===== src/design/sjn_pkg.sv =====
package sjn_pkg;

    localparam int ID_BITS     = 16;
    localparam int LENGTH_BITS = 16;

    typedef logic [ID_BITS-1:0]     t_id;
    typedef logic [LENGTH_BITS-1:0] t_len;

    typedef enum logic [0:0] {
        KIND_ARRIVE = 1'b0,
        KIND_TICK   = 1'b1
    } t_kind;

    typedef struct packed {
        t_kind kind;
        t_id   id;
        t_len  len;
    } t_cmd;

    typedef struct packed {
        logic ran;
        t_id  id;
        logic dropped;
    } t_result;

endpackage


===== src/design/sjn_if.sv =====
interface sjn_job_if;
    import sjn_pkg::*;

    logic valid;
    logic ready;
    logic kind;
    t_id  task_id;
    t_len task_length;

    modport source (output valid, output kind, output task_id, output task_length,
                    input ready);
    modport sink   (input valid, input kind, input task_id, input task_length,
                    output ready);
endinterface

interface sjn_result_if;
    import sjn_pkg::*;

    logic valid;
    logic ready;
    logic ran_task;
    t_id  running_id;
    logic dropped;

    modport source (output valid, output ran_task, output running_id, output dropped,
                    input ready);
    modport sink   (input valid, input ran_task, input running_id, input dropped,
                    output ready);
endinterface


===== src/design/sjn_front.sv =====
module sjn_front (
    input  logic             i_clk,
    input  logic             i_rst_n,
    sjn_job_if.sink          i_job,
    output logic             o_cmd_valid,
    output sjn_pkg::t_cmd    o_cmd,
    input  logic             i_cmd_pop
);
    import sjn_pkg::*;

    t_cmd       r_q [2];
    logic       r_wr_ptr;
    logic       r_rd_ptr;
    logic [1:0] r_fill;
    t_cmd       n_cmd;
    logic       w_push;

    always_comb begin
        n_cmd.kind = t_kind'(i_job.kind);
        n_cmd.id   = i_job.task_id;
        n_cmd.len  = (i_job.task_length == '0) ? t_len'(1) : i_job.task_length;
    end

    assign i_job.ready = (r_fill != 2'd2);
    assign w_push      = i_job.valid && i_job.ready;
    assign o_cmd_valid = (r_fill != 2'd0);
    assign o_cmd       = r_q[r_rd_ptr];

    always_ff @(posedge i_clk) begin
        if (!i_rst_n) begin
            r_wr_ptr <= 1'b0;
            r_rd_ptr <= 1'b0;
            r_fill   <= 2'd0;
        end else begin
            if (w_push) begin
                r_wr_ptr <= ~r_wr_ptr;
            end
            if (i_cmd_pop) begin
                r_rd_ptr <= ~r_rd_ptr;
            end
            case ({w_push, i_cmd_pop})
                2'b10:   r_fill <= r_fill + 2'd1;
                2'b01:   r_fill <= r_fill - 2'd1;
                default: r_fill <= r_fill;
            endcase
        end
    end

    always_ff @(posedge i_clk) begin
        if (w_push) begin
            r_q[r_wr_ptr] <= n_cmd;
        end
    end

endmodule


===== src/design/sjn_back.sv =====
module sjn_back #(
    parameter int WAIT_DEPTH = 16
) (
    input  logic             i_clk,
    input  logic             i_rst_n,
    input  logic             i_cmd_valid,
    input  sjn_pkg::t_cmd    i_cmd,
    output logic             o_cmd_pop,
    sjn_result_if.source     o_result
);
    import sjn_pkg::*;

    localparam int CNT_W = $clog2(WAIT_DEPTH + 1);

    // The waiting store is kept sorted by length, equal lengths in arrival order.
    t_id              r_ids  [WAIT_DEPTH];
    t_len             r_lens [WAIT_DEPTH];
    t_id              n_ids  [WAIT_DEPTH];
    t_len             n_lens [WAIT_DEPTH];
    logic [CNT_W-1:0] r_count;
    logic [CNT_W-1:0] n_count;
    t_id              r_cur;
    t_id              n_cur;
    t_len             r_rem;
    t_len             n_rem;
    logic             r_out_valid;
    t_result          r_out;
    t_result          n_out;

    logic                  w_fire;
    logic                  w_insert;
    logic                  w_pop;
    logic [WAIT_DEPTH-1:0] w_le;
    logic [WAIT_DEPTH-1:0] w_prev_le;

    assign w_fire    = i_cmd_valid && (!r_out_valid || o_result.ready);
    assign o_cmd_pop = w_fire;

    for (genvar k = 0; k < WAIT_DEPTH; k++) begin : g_cell
        assign w_le[k] = (r_count > CNT_W'(k)) && (r_lens[k] <= i_cmd.len);

        if (k == 0) begin : g_head
            assign w_prev_le[k] = 1'b1;
        end else begin : g_body
            assign w_prev_le[k] = w_le[k-1];
        end

        always_comb begin
            n_ids[k]  = r_ids[k];
            n_lens[k] = r_lens[k];
            if (w_pop) begin
                if (k < WAIT_DEPTH - 1) begin
                    n_ids[k]  = r_ids[(k < WAIT_DEPTH - 1) ? k + 1 : k];
                    n_lens[k] = r_lens[(k < WAIT_DEPTH - 1) ? k + 1 : k];
                end
            end else if (w_insert && !w_le[k]) begin
                if (w_prev_le[k]) begin
                    n_ids[k]  = i_cmd.id;
                    n_lens[k] = i_cmd.len;
                end else begin
                    n_ids[k]  = r_ids[(k > 0) ? k - 1 : k];
                    n_lens[k] = r_lens[(k > 0) ? k - 1 : k];
                end
            end
        end
    end

    always_comb begin
        n_count  = r_count;
        n_cur    = r_cur;
        n_rem    = r_rem;
        n_out    = '0;
        w_insert = 1'b0;
        w_pop    = 1'b0;
        if (w_fire) begin
            unique case (i_cmd.kind)
                KIND_ARRIVE: begin
                    if (r_count == '0 && r_rem == '0) begin
                        n_cur = i_cmd.id;
                        n_rem = i_cmd.len;
                    end else if (r_count != CNT_W'(WAIT_DEPTH)) begin
                        w_insert = 1'b1;
                        n_count  = r_count + CNT_W'(1);
                    end else begin
                        n_out.dropped = 1'b1;
                    end
                end
                KIND_TICK: begin
                    if (r_rem == '0 && r_count != '0) begin
                        w_pop     = 1'b1;
                        n_count   = r_count - CNT_W'(1);
                        n_cur     = r_ids[0];
                        n_rem     = r_lens[0] - t_len'(1);
                        n_out.ran = 1'b1;
                        n_out.id  = r_ids[0];
                    end else if (r_rem != '0) begin
                        n_rem     = r_rem - t_len'(1);
                        n_out.ran = 1'b1;
                        n_out.id  = r_cur;
                    end
                end
            endcase
        end
    end

    always_ff @(posedge i_clk) begin
        if (!i_rst_n) begin
            r_count     <= '0;
            r_cur       <= '0;
            r_rem       <= '0;
            r_out_valid <= 1'b0;
        end else begin
            r_count <= n_count;
            r_cur   <= n_cur;
            r_rem   <= n_rem;
            if (w_fire) begin
                r_out_valid <= 1'b1;
            end else if (o_result.ready) begin
                r_out_valid <= 1'b0;
            end
        end
    end

    always_ff @(posedge i_clk) begin
        r_ids  <= n_ids;
        r_lens <= n_lens;
        if (w_fire) begin
            r_out <= n_out;
        end
    end

    assign o_result.valid      = r_out_valid;
    assign o_result.ran_task   = r_out.ran;
    assign o_result.running_id = r_out.id;
    assign o_result.dropped    = r_out.dropped;

endmodule


===== src/design/shortest_job_next_scheduler.sv =====
// Each beat gives exactly one result beat; the back end registers it.
// One beat is taken every cycle as long as results are taken; a two-entry queue
// sits between the classifying front end and the scheduling back end.
// Arrivals go to sorted place (dropped when full); a tick pops the head when idle.
// Synchronous reset clears the queue, the waiting count and the running task at once;
// the waiting entries themselves are not cleared and need no clearing pass.
module shortest_job_next_scheduler #(
    parameter int WAIT_DEPTH = 16
) (
    input  logic          i_clk,
    input  logic          i_rst_n,
    sjn_job_if.sink       i_job,
    sjn_result_if.source  o_result
);
    import sjn_pkg::*;

    logic cmd_valid;
    t_cmd cmd;
    logic cmd_pop;

    sjn_front u_front (
        .i_clk       (i_clk),
        .i_rst_n     (i_rst_n),
        .i_job       (i_job),
        .o_cmd_valid (cmd_valid),
        .o_cmd       (cmd),
        .i_cmd_pop   (cmd_pop)
    );

    sjn_back #(
        .WAIT_DEPTH (WAIT_DEPTH)
    ) u_back (
        .i_clk       (i_clk),
        .i_rst_n     (i_rst_n),
        .i_cmd_valid (cmd_valid),
        .i_cmd       (cmd),
        .o_cmd_pop   (cmd_pop),
        .o_result    (o_result)
    );

endmodule


===== src/flat_wrapper.sv =====
// flat-port wrapper written by rule: the top's interface ports become plain ports
module shortest_job_next_scheduler_flat import sjn_pkg::*;
#(
    parameter int WAIT_DEPTH = 16
)
  (i_clk, i_rst_n, i_job_valid, i_job_kind, i_job_task_id, i_job_task_length, i_job_ready, o_result_valid, o_result_ran_task, o_result_running_id, o_result_dropped, o_result_ready);
  sjn_job_if i_job_i ();
  sjn_result_if o_result_i ();
  input  logic i_clk;
  input  logic i_rst_n;
  input wire logic [$bits(i_job_i.valid)-1:0] i_job_valid;
  input wire logic [$bits(i_job_i.kind)-1:0] i_job_kind;
  input wire logic [$bits(i_job_i.task_id)-1:0] i_job_task_id;
  input wire logic [$bits(i_job_i.task_length)-1:0] i_job_task_length;
  output wire logic [$bits(i_job_i.ready)-1:0] i_job_ready;
  output wire logic [$bits(o_result_i.valid)-1:0] o_result_valid;
  output wire logic [$bits(o_result_i.ran_task)-1:0] o_result_ran_task;
  output wire logic [$bits(o_result_i.running_id)-1:0] o_result_running_id;
  output wire logic [$bits(o_result_i.dropped)-1:0] o_result_dropped;
  input wire logic [$bits(o_result_i.ready)-1:0] o_result_ready;
  assign i_job_i.valid = i_job_valid;
  assign i_job_i.kind = i_job_kind;
  assign i_job_i.task_id = i_job_task_id;
  assign i_job_i.task_length = i_job_task_length;
  assign i_job_ready = i_job_i.ready;
  assign o_result_valid = o_result_i.valid;
  assign o_result_ran_task = o_result_i.ran_task;
  assign o_result_running_id = o_result_i.running_id;
  assign o_result_dropped = o_result_i.dropped;
  assign o_result_i.ready = o_result_ready;
  shortest_job_next_scheduler #(.WAIT_DEPTH(WAIT_DEPTH)) u_core (.i_clk(i_clk), .i_rst_n(i_rst_n), .i_job(i_job_i), .o_result(o_result_i));
endmodule

===== config.mk =====
export PLATFORM = sky130hd
export DESIGN_NAME = shortest_job_next_scheduler_flat
export DESIGN_NICKNAME = d
export VERILOG_FILES = /design/src/design/sjn_pkg.sv /design/src/design/sjn_if.sv /design/src/design/sjn_front.sv /design/src/design/sjn_back.sv /design/src/design/shortest_job_next_scheduler.sv /design/src/flat_wrapper.sv
export SDC_FILE = /design/constraint.sdc
export NUM_CORES = 2
export LEC_CHECK = 0
export ABC_AREA = 1
export BUFFER_PORTS_ARGS = -buffer_cell sky130_fd_sc_hd__buf_2
export CAP_MARGIN = 30
export CELL_PAD_IN_SITES_DETAIL_PLACEMENT = 0
export CELL_PAD_IN_SITES_GLOBAL_PLACEMENT = 2
export CORE_AREA = 2 2 312 314
export CTS_BUF_LIST = sky130_fd_sc_hd__clkbuf_16
export CTS_CLUSTER_DIAMETER = 30
export DETAILED_ROUTE_END_ITERATION = 10
export DIE_AREA = 0 0 314 316
export MAX_ROUTING_LAYER = met4
export PLACE_DENSITY = 0.95
export SLEW_MARGIN = 10
export SYNTH_ARGS = -nofsm -noshare
export SYNTH_HDL_FRONTEND = slang
export SYNTH_SLANG_ARGS = --single-unit

===== constraint.sdc =====
create_clock -name i_clk -period 8.98 [get_ports i_clk]
set_input_delay 1.347 -clock i_clk [delete_from_list [all_inputs] [get_ports i_clk]]
set_output_delay 1.347 -clock i_clk [all_outputs]
set_load 0.05 [all_outputs]

Word level (Yosys, flattened, before mapping)
Memories as Yosys holds them, arrays and structs flattened. A register that Yosys moved wholly into a read port is not among the register bits.
Cells that the tools add are included.
- word-level logic and storage cells: 295
- bits in writable memories: 66
- memories kept: 1
- input bits: 37
- register bits after elaboration: 572
- memories (name ; depth ; bits a word ; rd ports ; clocked after memory_dff ; wr ports ; RTL line ; text):
    u_core.u_front.r_q ; 2 ; 33 ; 1 ; 1 ; 1 ; sjn_front.sv:11 ; t_cmd r_q [2];
- magnitude comparators: 32
- reduce and logical (&&, ||, !) cells: 82
- mux-type cells: 119
- bitwise logic cells: 4
- equality and inequality tests: 9
- add/subtract/negate cells: 6
- operator list (kind ; number):
    $mux 16 ; 96
    $le 16x16->1 ; 16
    $pmux 16 s2 ; 2
    $gt 5x4->1 const B ; 8
    $logic_and 1x1->1 ; 36
    $reduce_bool 2->1 ; 18
    $mux 17 ; 2
    $logic_not 16->1 ; 2
    $sub 16x1->16 const B ; 2
    $gt 5x3->1 const B ; 4
    $logic_not 1->1 ; 17
    $reduce_bool 16->1 ; 1
    $mux 5 ; 3
    $mux 1 ; 14
    $gt 5x1->1 const B ; 2
    $gt 5x2->1 const B ; 2
    $pmux 5 s2 ; 1
    $ne 2x2->1 const B ; 4
    $reduce_and 3->1 ; 2
    $add 5x1->5 const B ; 1
    $logic_not 5->1 ; 1
    $ne 5x5->1 const B ; 1
    $reduce_bool 5->1 ; 1
    $sub 5x1->5 const B ; 1
    12 further kinds ; 15

Depth between registers and ports, before layout
- depth in word-level cells: 8
- depth in mapped cells: 20
- gate-level depth less buffers: 17

Hierarchy
Synthesis repeated with hierarchy kept, for this count alone.
- cell total of the unflattened synthesis: 5081
- area total of the unflattened synthesis: 40593.9 µm²
- modules (own cells, without submodules) (module ; instances ; cells each ; area each (µm²) ; seq. area each (µm²)):
    sjn_back ; 1 ; 4912 ; 37711.2 ; 16676.0
    sjn_front ; 1 ; 169 ; 2882.8 ; 2082.0

Worst setup path before layout
No wires, ideal clock.
- path kind: reg2reg
- from: register with a tool-made name
- to: register u_core.u_back.r_ids[0] (netlist bit) (enable)
- cell stages (with the launch flop): 14
- required time: 8539 ps
- buffers on the path: 3
- slack: 4302 ps
- arrival: 4237 ps
- cells stage by stage: dfxtp_1 buf_2 buf_2 mux2i_1 clkbuf_1 ha_1 nand2_1 inv_1 nand3_1 nor3_1 nand2_1 o2111ai_1 nand2_1 a31oi_1
- RTL lines (element ; RTL line ; text):
    end signal, assigned ; sjn_back.sv:125 ; r_ids <= n_ids;
    end, declared ; sjn_back.sv:16 ; t_id r_ids [WAIT_DEPTH];

==> key figures <==
Worst hold path
  – Hold Path Class: flip-flop to flip-flop

Floorplanning
  – Starting Density: 41.6%
  – Core area: 96,000 sq um
  – Io pins: 57
  – Die W: 314 um
  – Die area: 99,200 sq um
  – Row cnt: 114
  – Die Height: 316 um

Status
  – Run status: complete, no violations

Critical path
  – Startpoint types: flip-flop
  – CP endpoint: u_core.u_back.r_lens[104]
  – Critical Path AT: 5.82 ns
  – R2R cell count: 20
  – CP max-delay cell: inv_1
  – CP delay by family, top: buffers and inverters
  – Crit path depth: 20
  – R2R setup slack: 3.55 ns
  – Worst EP required: 9.38 ns
  – Crit-path max cell delay: 0.48 ns
  – Crit-path most repeated cell: nand2_1
  – WP buf/inv: 7
  – Worst-path fanout max: 33
  – WS Path Type: flip-flop to flip-flop
  – Critical-path cell list: buf_16 > inv_1 > or2_2 > o21ai_4 > inv_1 > buf_4 > ha_1 > nor2_1 > nor2_1 > o21a_1 > o221ai_1 > nand2_1 > nand2_1 > nand2_1 > buf_16 > nand2_1 > buf_4 > nand2_1 > nand2_1 > buf_4
  – CP Capture Type: flip-flop
  – Reg2reg end: u_core.u_back.r_lens[104]

Finish
  – Layout cells sized above 1: 10.1%
  – Area of the multi-input gates: 18,300 sq um
  – FF/Latch Area: 18,800 sq um
  – Layout Area Growth over Synthesis: 19.7%
  – Fill cells: 9,146
  – Layout Nets: 5,322
  – Antenna Cells: 0

Routing
  – Vias: 35,508
  – Final ANT Viol Nets: 0
  – Drt pass-1 iters: 5
  – Mean number of vias per cell: 5.51
  – Drt drc: 0
  – Final wirelength: 133,000 um
  – DRT iter0 DRCs: 3,338
  – WL/cell: 20.6 um

Global route
  – Overall Global Routing Usage: 27.4%
  – Largest net degree at the start of global routing: 171
  – First-pass GRT wire length: 203,000 um
  – GRT overflow: 0
  – Initial antenna violation count: 1
  – Vias in the first global route: 34,768

Clock tree
  – Root Driver: clkbuf_16
  – TritonCTS buffer count: 167
  – Clk_lat worst skew: 0.75 ns
  – Worst-path clk slew: 0.04 ns
  – CTS resizes: 0
  – Number of H-tree levels: 4
  – Post-CTS setup buffer count: 0
  – Clock Tree Buf Depth: 3
  – Num Clock Sinks: 639
  – TritonCTS clock tree: yes
  – Cts hold-fix bufs: 0

Timing
  – Slew HR: 34.4%
  – Crit path time final: 5.43 ns
  – RSZ-0062 raised after global routing: false
  – Total negative slack: 0 ns
  – Fmax: 0.184 GHz
  – Setup violators final: 0
  – Worst slew pin tran: 0.984 ns
  – Worst Clk Skew: 0.0236 ns
  – Crit share post-route: 60.4%
  – Final hold violation count: 0
  – Slew Limit Fails: 0

Yosys
  – Library cells used by synthesis: 47
  – Net Count, Synth: 5,296
  – Post-synthesis instance area: 40,000 sq um
  – Cells after Synth: 4,995
  – Top FF cell, synth: edfxtp_1
  – Post-synthesis average cell area: 8.00 sq um
  – Share of async-settable or async-resettable flops after synthesis: 0%
  – YS warnings: 0
  – Seq/Total Area, Yosys: 46.9%
  – Post-synth EDFFs: 596
  – Yosys reg bits: 639

Place
  – Dpl hpwl: 88,600 um
  – Input/output buffers: 56
  – GPL Wtd Cong: 0.872

Flow run
  – Max Cap Violations: 0
==> how the worst min path moves through the flow <==
stage               depth (start not counted)               startpoint                       to
global placement                            1  u_core.u_front.r_rd_ptr  u_core.u_front.r_rd_ptr
floorplan                                   1  u_core.u_front.r_rd_ptr                flip-flop
finish                                      1  u_core.u_front.r_rd_ptr                flip-flop
detailed placement                          1  u_core.u_front.r_rd_ptr                flip-flop
CTS                                         1  u_core.u_front.r_rd_ptr                flip-flop
global route                                1  u_core.u_front.r_rd_ptr                flip-flop
==> kinds of logic after synthesis <==
| group | after synthesis | synth area share (%) |
|---|---|---|
| AOI/OAI and AO/OA | 418 | 5.83 |
| adders and majority gates | 264 | 8.26 |
| muxes | 31 | 0.776 |
| xor gates and xnor gates | 5 | 0.110 |
| buffers and inverters | 838 | 8.23 |
| DFF | 639 | 46.9 |
| and+or+nand+nor | 2800 | 29.9 |
==> per-layer routing <==
layer,vias to the layer above,GRT usage (%),routed length [um]
met2,1237,44.9,65000
met4,0,10.8,4670
li1,16895,-,-
met5,-,-,0
met1,17062,34.4,54800
met3,314,3.78,8170
==> synthesized netlist by cell type, types with 2 or more instances <==
master     count  area [sq um]
o21ai_1       19          95.1
nand3_1      931          4660
a31oi_1        5          31.3
mux2i_1       31           310
nand3_2        2          20.0
o2111ai_1      4          35.0
nand2_2        2          12.5
nand2_1     1644          6170
inv_2          8          30.0
o221ai_1      10          87.6
a21oi_1      157           786
nor3_1        26           130
nor4_1         7          43.8
clkbuf_1     213           800
buf_4          6          45.0
buf_1         10          37.5
inv_1        510          1910
o21ai_0      175           876
nor2_2         4          25.0
dfxtp_1       43           861
nor2_4         3          33.8
a211oi_1       4          30.0
o21bai_1       2          15.0
edfxtp_1     596         17900
a221oi_1       3          26.3
o211ai_1       4          30.0
nor2_1       125           469
buf_2         90           450
o21a_1        20           150
o221a_2        9           101
xor2_1         3          26.3
nand4_1       50           313
ha_1         264          3300
xnor2_1        2          17.5
==> cells in the final DEF, fill, tap and decap left out, drive strengths merged, types with 3 or more instances in the layout <==
master	Yosys	layout
bufinv	0	25
o2111ai	4	4
a211oi	4	4
o221a	9	9
edfxtp	596	596
xor2	3	3
nor3	27	27
nand4	50	50
a21oi	158	158
o211ai	4	4
o21a	20	20
o21ai	195	195
nor4	7	7
buf	107	177
clkinvlp	0	15
clkinv	0	66
nor2	132	132
ha	264	264
nand2	1647	1647
clkbuf	213	171
inv	518	554
nand3	934	934
mux2i	31	31
a221oi	3	3
dfxtp	43	43
o221ai	10	10
a31oi	5	5
==> registers in the layout, summed over array words and instances, names as in the netlist, named ones only <==
name,flops
u_core.u_back.o_result.dropped,1
u_core.u_back.o_result.ran_task,1
u_core.u_back.o_result.running_id,16
u_core.u_back.o_result.valid,1
u_core.u_back.r_count,5
u_core.u_back.r_cur,16
u_core.u_back.r_ids,256
u_core.u_back.r_lens,256
u_core.u_back.r_rem,16
u_core.u_front.r_fill,2
u_core.u_front.r_q,66
u_core.u_front.r_rd_ptr,1
u_core.u_front.r_wr_ptr,1
==> per-stage QoR <==
step | setup WS [ns] | cell area [sq um] | instances | hold WS [ns] | util [%]
floorplan | 4.30 | 40000 | 4995 | 0.426 | -
global placement | 2.79 | 41700 | 6110 | 0.437 | 43.4
detailed placement | 3.11 | 42000 | 6122 | 0.434 | 43.7
CTS | 3.06 | 47700 | 6435 | 0.460 | 49.7
global route | 3.18 | 47800 | 6441 | 0.489 | 49.8
finish | 3.55 | 47800 | 6441 | 0.465 | 49.8
==> final cells by class <==
class	count	area share [%]
multi-input combinational	3518	38.3
clock inverter	142	3.12
inverter	518	4.08
clock buffer	171	8.94
tap	1276	3.34
sequential	639	39.2
timing repair buffer	177	3.03
Power is left out: the tool's default activity adds up to more than one toggle a clock period on the data nets, which glitch-free logic cannot reach.
